[config.mk]
export PLATFORM = sky130hd
export DESIGN_NAME = rcl_step_div
export DESIGN_NICKNAME = d
export VERILOG_FILES = /design/src/hw/rtl/rcl_pkg.sv /design/src/hw/rtl/rcl_step_div.sv
export SDC_FILE = /design/constraint.sdc
export NUM_CORES = 1
export LEC_CHECK = 0
export BUFFER_PORTS_ARGS = -buffer_cell sky130_fd_sc_hd__buf_2
export CORE_ASPECT_RATIO = 0.7
export CORE_UTILIZATION = 57
export DETAILED_ROUTE_END_ITERATION = 8
export PLACE_DENSITY = 0.8
export SLEW_MARGIN = 10
export SYNTH_ARGS = -nofsm -noshare
export SYNTH_HDL_FRONTEND = slang
export SYNTH_SLANG_ARGS = --single-unit
[constraint.sdc]
create_clock -name clk_i -period 5.3 [get_ports clk_i]
set_input_delay 0.265 -clock clk_i [delete_from_list [all_inputs] [get_ports clk_i]]
set_output_delay 0.265 -clock clk_i [all_outputs]
set_load 0.05 [all_outputs]
[src/hw/rtl/rcl_pkg.sv]
// ----------------------------------------------------------------------------
// rcl_pkg
// Shared types and constants of the raster cluster labeling core.
// ----------------------------------------------------------------------------
package rcl_pkg;

  localparam int unsigned LabelW    = 12;
  localparam int unsigned MaxLabels = 4096;
  localparam int unsigned ColW      = 10;
  localparam int unsigned RowW      = 10;
  localparam int unsigned MaxWidth  = 1024;
  localparam int unsigned CfgW      = 11;

  localparam logic [LabelW-1:0] TopLabel = LabelW'(MaxLabels - 1);

  // Item kinds carried in the input tuser.
  typedef enum logic [1:0] {
    OP_PIXEL   = 2'd0,
    OP_RESOLVE = 2'd1,
    OP_FRAME   = 2'd2,
    OP_NONE    = 2'd3
  } op_e;

  // Configuration register indexes.
  typedef enum logic [1:0] {
    REG_FRAME_WIDTH   = 2'd0,
    REG_TERRACE_ROWS  = 2'd1,
    REG_TERRACE_COUNT = 2'd2,
    REG_BOND_ACROSS   = 2'd3
  } reg_e;

  // Status of the terrace-start test for the current row.
  typedef struct packed {
    logic valid;
    logic start_row;
  } step_flag_t;

endpackage

[src/hw/rtl/rcl_step_div.sv]
// ----------------------------------------------------------------------------
// rcl_step_div
// Bit-serial divider that decides whether the current row starts a terrace.
// ----------------------------------------------------------------------------
module rcl_step_div
  import rcl_pkg::*;
(
  input  logic                clk_i,
  input  logic                rst_ni,
  input  logic                restart_i,
  input  logic [RowW-1:0]     row_i,
  input  logic [CfgW-1:0]     terrace_rows_i,
  input  logic [RowW-1:0]     terrace_count_i,
  output step_flag_t          step_o
);

  logic            active_q, active_d;
  logic            vld_q, vld_d;
  logic            start_q, start_d;
  logic [3:0]      cnt_q, cnt_d;
  logic [CfgW-1:0] rem_q, rem_d;
  logic [RowW-1:0] quo_q, quo_d;
  logic [3:0]      bit_idx;
  logic [CfgW:0]   trial;

  assign bit_idx = cnt_q - 4'd1;
  assign trial   = {rem_q, row_i[bit_idx]};

  // One quotient bit per cycle; the flag is formed on the last step.
  always_comb begin
    active_d = active_q;
    vld_d    = vld_q;
    start_d  = start_q;
    cnt_d    = cnt_q;
    rem_d    = rem_q;
    quo_d    = quo_q;
    if (restart_i) begin
      vld_d    = 1'b0;
      active_d = 1'b0;
    end else if (!vld_q && !active_q) begin
      active_d = 1'b1;
      cnt_d    = 4'(RowW);
      rem_d    = '0;
      quo_d    = '0;
    end else if (active_q) begin
      if (trial >= {1'b0, terrace_rows_i}) begin
        rem_d = CfgW'(trial - {1'b0, terrace_rows_i});
        quo_d = {quo_q[RowW-2:0], 1'b1};
      end else begin
        rem_d = trial[CfgW-1:0];
        quo_d = {quo_q[RowW-2:0], 1'b0};
      end
      cnt_d = cnt_q - 4'd1;
      if (cnt_q == 4'd1) begin
        active_d = 1'b0;
        vld_d    = 1'b1;
        if (terrace_count_i == '0) begin
          start_d = 1'b0;
        end else if (terrace_rows_i == '0) begin
          start_d = (row_i == '0);
        end else begin
          start_d = (rem_d == '0) && (quo_d < terrace_count_i);
        end
      end
    end
  end

  always_ff @(posedge clk_i or negedge rst_ni) begin
    if (!rst_ni) begin
      active_q <= 1'b0;
      vld_q    <= 1'b0;
      start_q  <= 1'b0;
      cnt_q    <= '0;
    end else begin
      active_q <= active_d;
      vld_q    <= vld_d;
      start_q  <= start_d;
      cnt_q    <= cnt_d;
    end
  end

  always_ff @(posedge clk_i) begin
    rem_q <= rem_d;
    quo_q <= quo_d;
  end

  assign step_o.valid     = vld_q;
  assign step_o.start_row = start_q;

  // The flag only turns valid at the end of a division.
  assert property (@(posedge clk_i) disable iff (!rst_ni)
    $rose(vld_q) |-> $past(active_q))
    else $error("terrace flag valid without a division");

  assert property (@(posedge clk_i) disable iff (!rst_ni)
    active_q |-> !vld_q)
    else $error("divider active while flag valid");

  assert property (@(posedge clk_i) disable iff (!rst_ni)
    restart_i |=> !vld_q)
    else $error("flag survived a restart");

endmodule

==> results.py <==
metrics = {
    "critical_path": {
        "worst-path-buf-inv": 3,
        "r2r_slack_ns": 0.95,
        "path_cells": "inv_1 -> ha_1 -> mux4_1 -> mux2_2 -> mux2_4 -> clkinv_2 -> ha_1 -> inv_1 -> fa_1 -> nand3_1 -> nand2_1 -> o211ai_1 -> o311a_1 -> a21boi_0 -> o21ai_0 -> a41o_1",
        "crit_start": "cnt_q[0]",
        "cp_max_fo": 21,
        "crit_family": "compound AO/OA/AOI/OAI gates",
        "start_kind": "flip-flop",
        "r2r-start": "cnt_q[0]",
        "critPathKind": "flip-flop to flip-flop",
        "crit_slowest_cell": "o311a_1",
        "worst-endpoint-arrival_ns": 4.56,
        "cp_slowest_stage_delay_ns": 0.77,
        "required_ns": 5.52,
        "crit_path_end_kind": "flip-flop",
    },
    "placement": {
        "dp_hpwl_um": 4100,
        "io_buffers": 35,
        "gp_congestion": 0.899,
        "place_inst": 329,
    },
    "detailed_routing": {
        "drtIter0Drc": 99,
        "first_pass_iters": 4,
        "postRouteAntennaNets": 0,
        "drt-total-wl_um": 5140,
        "avgViaCountPerCell": 5.89,
        "wire_per_inst_um": 15.4,
        "drcViolationCount": 0,
        "num_vias": 1968,
    },
    "die": {
        "die_x_um": 77.4,
        "die-area_um2": 4240,
        "die_h_um": 54.8,
        "initial_core_util_pct": 61.7,
        "core-area_um2": 3670,
        "ios": 36,
        "row_count": 18,
    },
    "synthesis": {
        "synth_compound_area_share_pct": 15.1,
        "synthesis.area_um2": 2270,
        "synth_nets": 307,
        "synth_fa_ha_area_share_pct": 13.0,
        "synth_top_area_share_pct": 26.5,
        "synth.largest_area_cell": "edfxtp_1",
        "synthMuxAreaShare_pct": 7.45,
        "ys.flop_type": "edfxtp_1",
        "ys_seq_area_share_pct": 34.2,
        "synth-edff-count": 20,
        "ys_seq_elements": 27,
        "yosysWarnings": 0,
        "yosys-top-cells-count": "nor2_1, inv_1, ha_1",
        "synth.avg_cell_area_um2": 9.06,
        "ys_types": 50,
        "synth.area.top_cells": "edfxtp_1, ha_1, dfrtp_1, nor2_1, inv_1",
        "synthSimpleGateAreaFrac_pct": 19.9,
        "synth_most_common_cell": "nor2_1",
        "synth_top_family_by_area": "simple AND/OR/NAND/NOR gates",
        "synthXorXnorAreaFrac_pct": 3.48,
        "ys_async_sr_fraction_pct": 25.9,
        "syn-instance-count": 250,
    },
    "clocking": {
        "clk_pin_slew_ns": 0.09,
        "post_cts_buffers": 0,
        "clk_latency_ns": 0.27,
        "postCtsResizedCells": 0,
        "clockRootBuffer": "clkbuf_8",
        "cts_tree": "built",
        "ctsHoldBuffers": 1,
        "cts_htree_levels": 1,
        "clockBufferDepth": 2,
        "cts_inserted_buffers": 3,
        "cts_sinks": 27,
    },
    "final_layout": {
        "final_cells": 334,
        "nNetsFinal": 342,
        "n_antenna_cell": 0,
        "drive_above_1_share_pct": 16.5,
        "syn_to_final_growth_pct": 11.9,
        "fin_util_pct": 69.1,
    },
    "min_path": {
        "min_path_type": "primary input to flip-flop",
        "min_from": "restart_i",
    },
    "sta": {
        "setup_viol": 0,
        "max_freq_mhz": 230,
        "hold_violations": 0,
        "whs_ns": 0.181,
        "min_period_ns": 4.35,
        "slew_viol_final": 0,
        "fin_worst_skew_ns": 0.00460,
        "slew_headroom_pct": 42.4,
        "period_share_pct": 82.0,
        "setup-tns-final_ns": 0,
        "rsz0062_at_grt": "false",
        "worst_pin_slew_ns": 0.864,
    },
    "global_routing": {
        "grt_pass1_vias": 1792,
        "grt_pass1_wl_um": 8410,
        "track_usage_pct": 26.4,
        "overflow": 0,
        "antenna_found_initial": 0,
        "grt_max_degree": 26,
    },
    "power_and_ir_drop": {
        "power_uw": 816,
        "power_density_nw_per_um2": 322,
        "power.leakage_uw": 0.00118,
        "ir_drop_mv": 0.180,
    },
    "outcome": {
        "run_status": "completed",
    },
    "flow_run": {
        "cap_violations": 0,
    },
}
worst register-to-register path: cells and delay by family (launching register included):
| family | cells | cell delay [ns] |
|---|---|---|
| AOI/OAI and AO/OA | 5 | 1.62 |
| buffers and inverters | 3 | 0.24 |
| adders and majority gates | 3 | 0.91 |
| muxes | 3 | 0.84 |
| and+or+nand+nor | 2 | 0.20 |
| DFF | 1 | 0.49 |
registers in the layout, indices dropped and copies added (netlist names):
name / cells
active_q: 1
vld_q: 1
cnt_q: 4
rem_q: 11
start_q: 1
quo_q: 9
final timing paths:
path / cells past startpoint / to
min in group asynchronous: 2 / start_q
setup reg to reg: 16 / start_q
setup / recovery: 16 / start_q
hold reg to reg: 2 / vld_q
max in group asynchronous: 2 / cnt_q[1]
hold / removal: 2 / vld_q
report_power, final:
group | internal [µW] | switching [µW] | total, µW | leakage, µW
registers | 270 | 32.8 | 303 | 0.000285
clock network | 53.9 | 62.5 | 116 | 0.0000228
logic | 171 | 225 | 397 | 0.000868
cells in the final DEF (no fill, tap or decap), types with 3 or more instances in the layout:
cell / netlist / final
nor2b_1: 13 / 13
xor2_1: 4 / 4
a211oi_1: 5 / 5
o21a_1: 4 / 4
a21o_1: 3 / 3
nor2_1: 30 / 30
nand3_1: 4 / 4
nand4_1: 4 / 4
dfrtp_1: 7 / 7
o21ai_0: 12 / 12
edfxtp_1: 20 / 20
buf_2: 3 / 35
nand2_1: 9 / 9
nor3_1: 5 / 5
a21oi_1: 17 / 16
xnor2_1: 5 / 5
nor4_1: 6 / 6
inv_1: 29 / 29
clkbuf_8: 0 / 3
ha_1: 22 / 22
mux2i_1: 9 / 9
metal layers:
layer	GRT usage (%)	vias up	wire (µm)
li1	-	971	-
met1	37.0	925	2600
met2	41.3	66	2210
met3	5.50	6	281
met4	8.18	0	57
met5	0	-	0
layout make-up:
| cell class | instances | area, µm² |
|---|---|---|
| clock buffers | 4 | 45.0 |
| fillers | 301 | 1130 |
| inverters | 30 | 114 |
| multi-input cells | 185 | 1340 |
| flip-flops and latches | 27 | 776 |
| well taps | 50 | 62.6 |
| repair buffers | 38 | 200 |
per-stage QoR:
| stage | instance area, µm² | setup WS, ns |
|---|---|---|
| 2_1_floorplan | 2270 | 1.56 |
| 3_3_place_gp | 2480 | 1.24 |
| 3_5_place_dp | 2480 | 0.991 |
| 4_1_cts | 2540 | 0.969 |
| 5_1_grt | 2540 | 0.611 |
| 6_report | 2540 | 0.954 |
cell families (layout without fill, tap and decap cells):
kind of cell,count (synthesis),in the layout
and+or+nand+nor,86,86
AOI/OAI and AO/OA,54,54
buffers and inverters,38,72
DFF,27,27
adders and majority gates,23,23
muxes,13,13
xor gates and xnor gates,9,9
(Power assumes the default switching activity.)
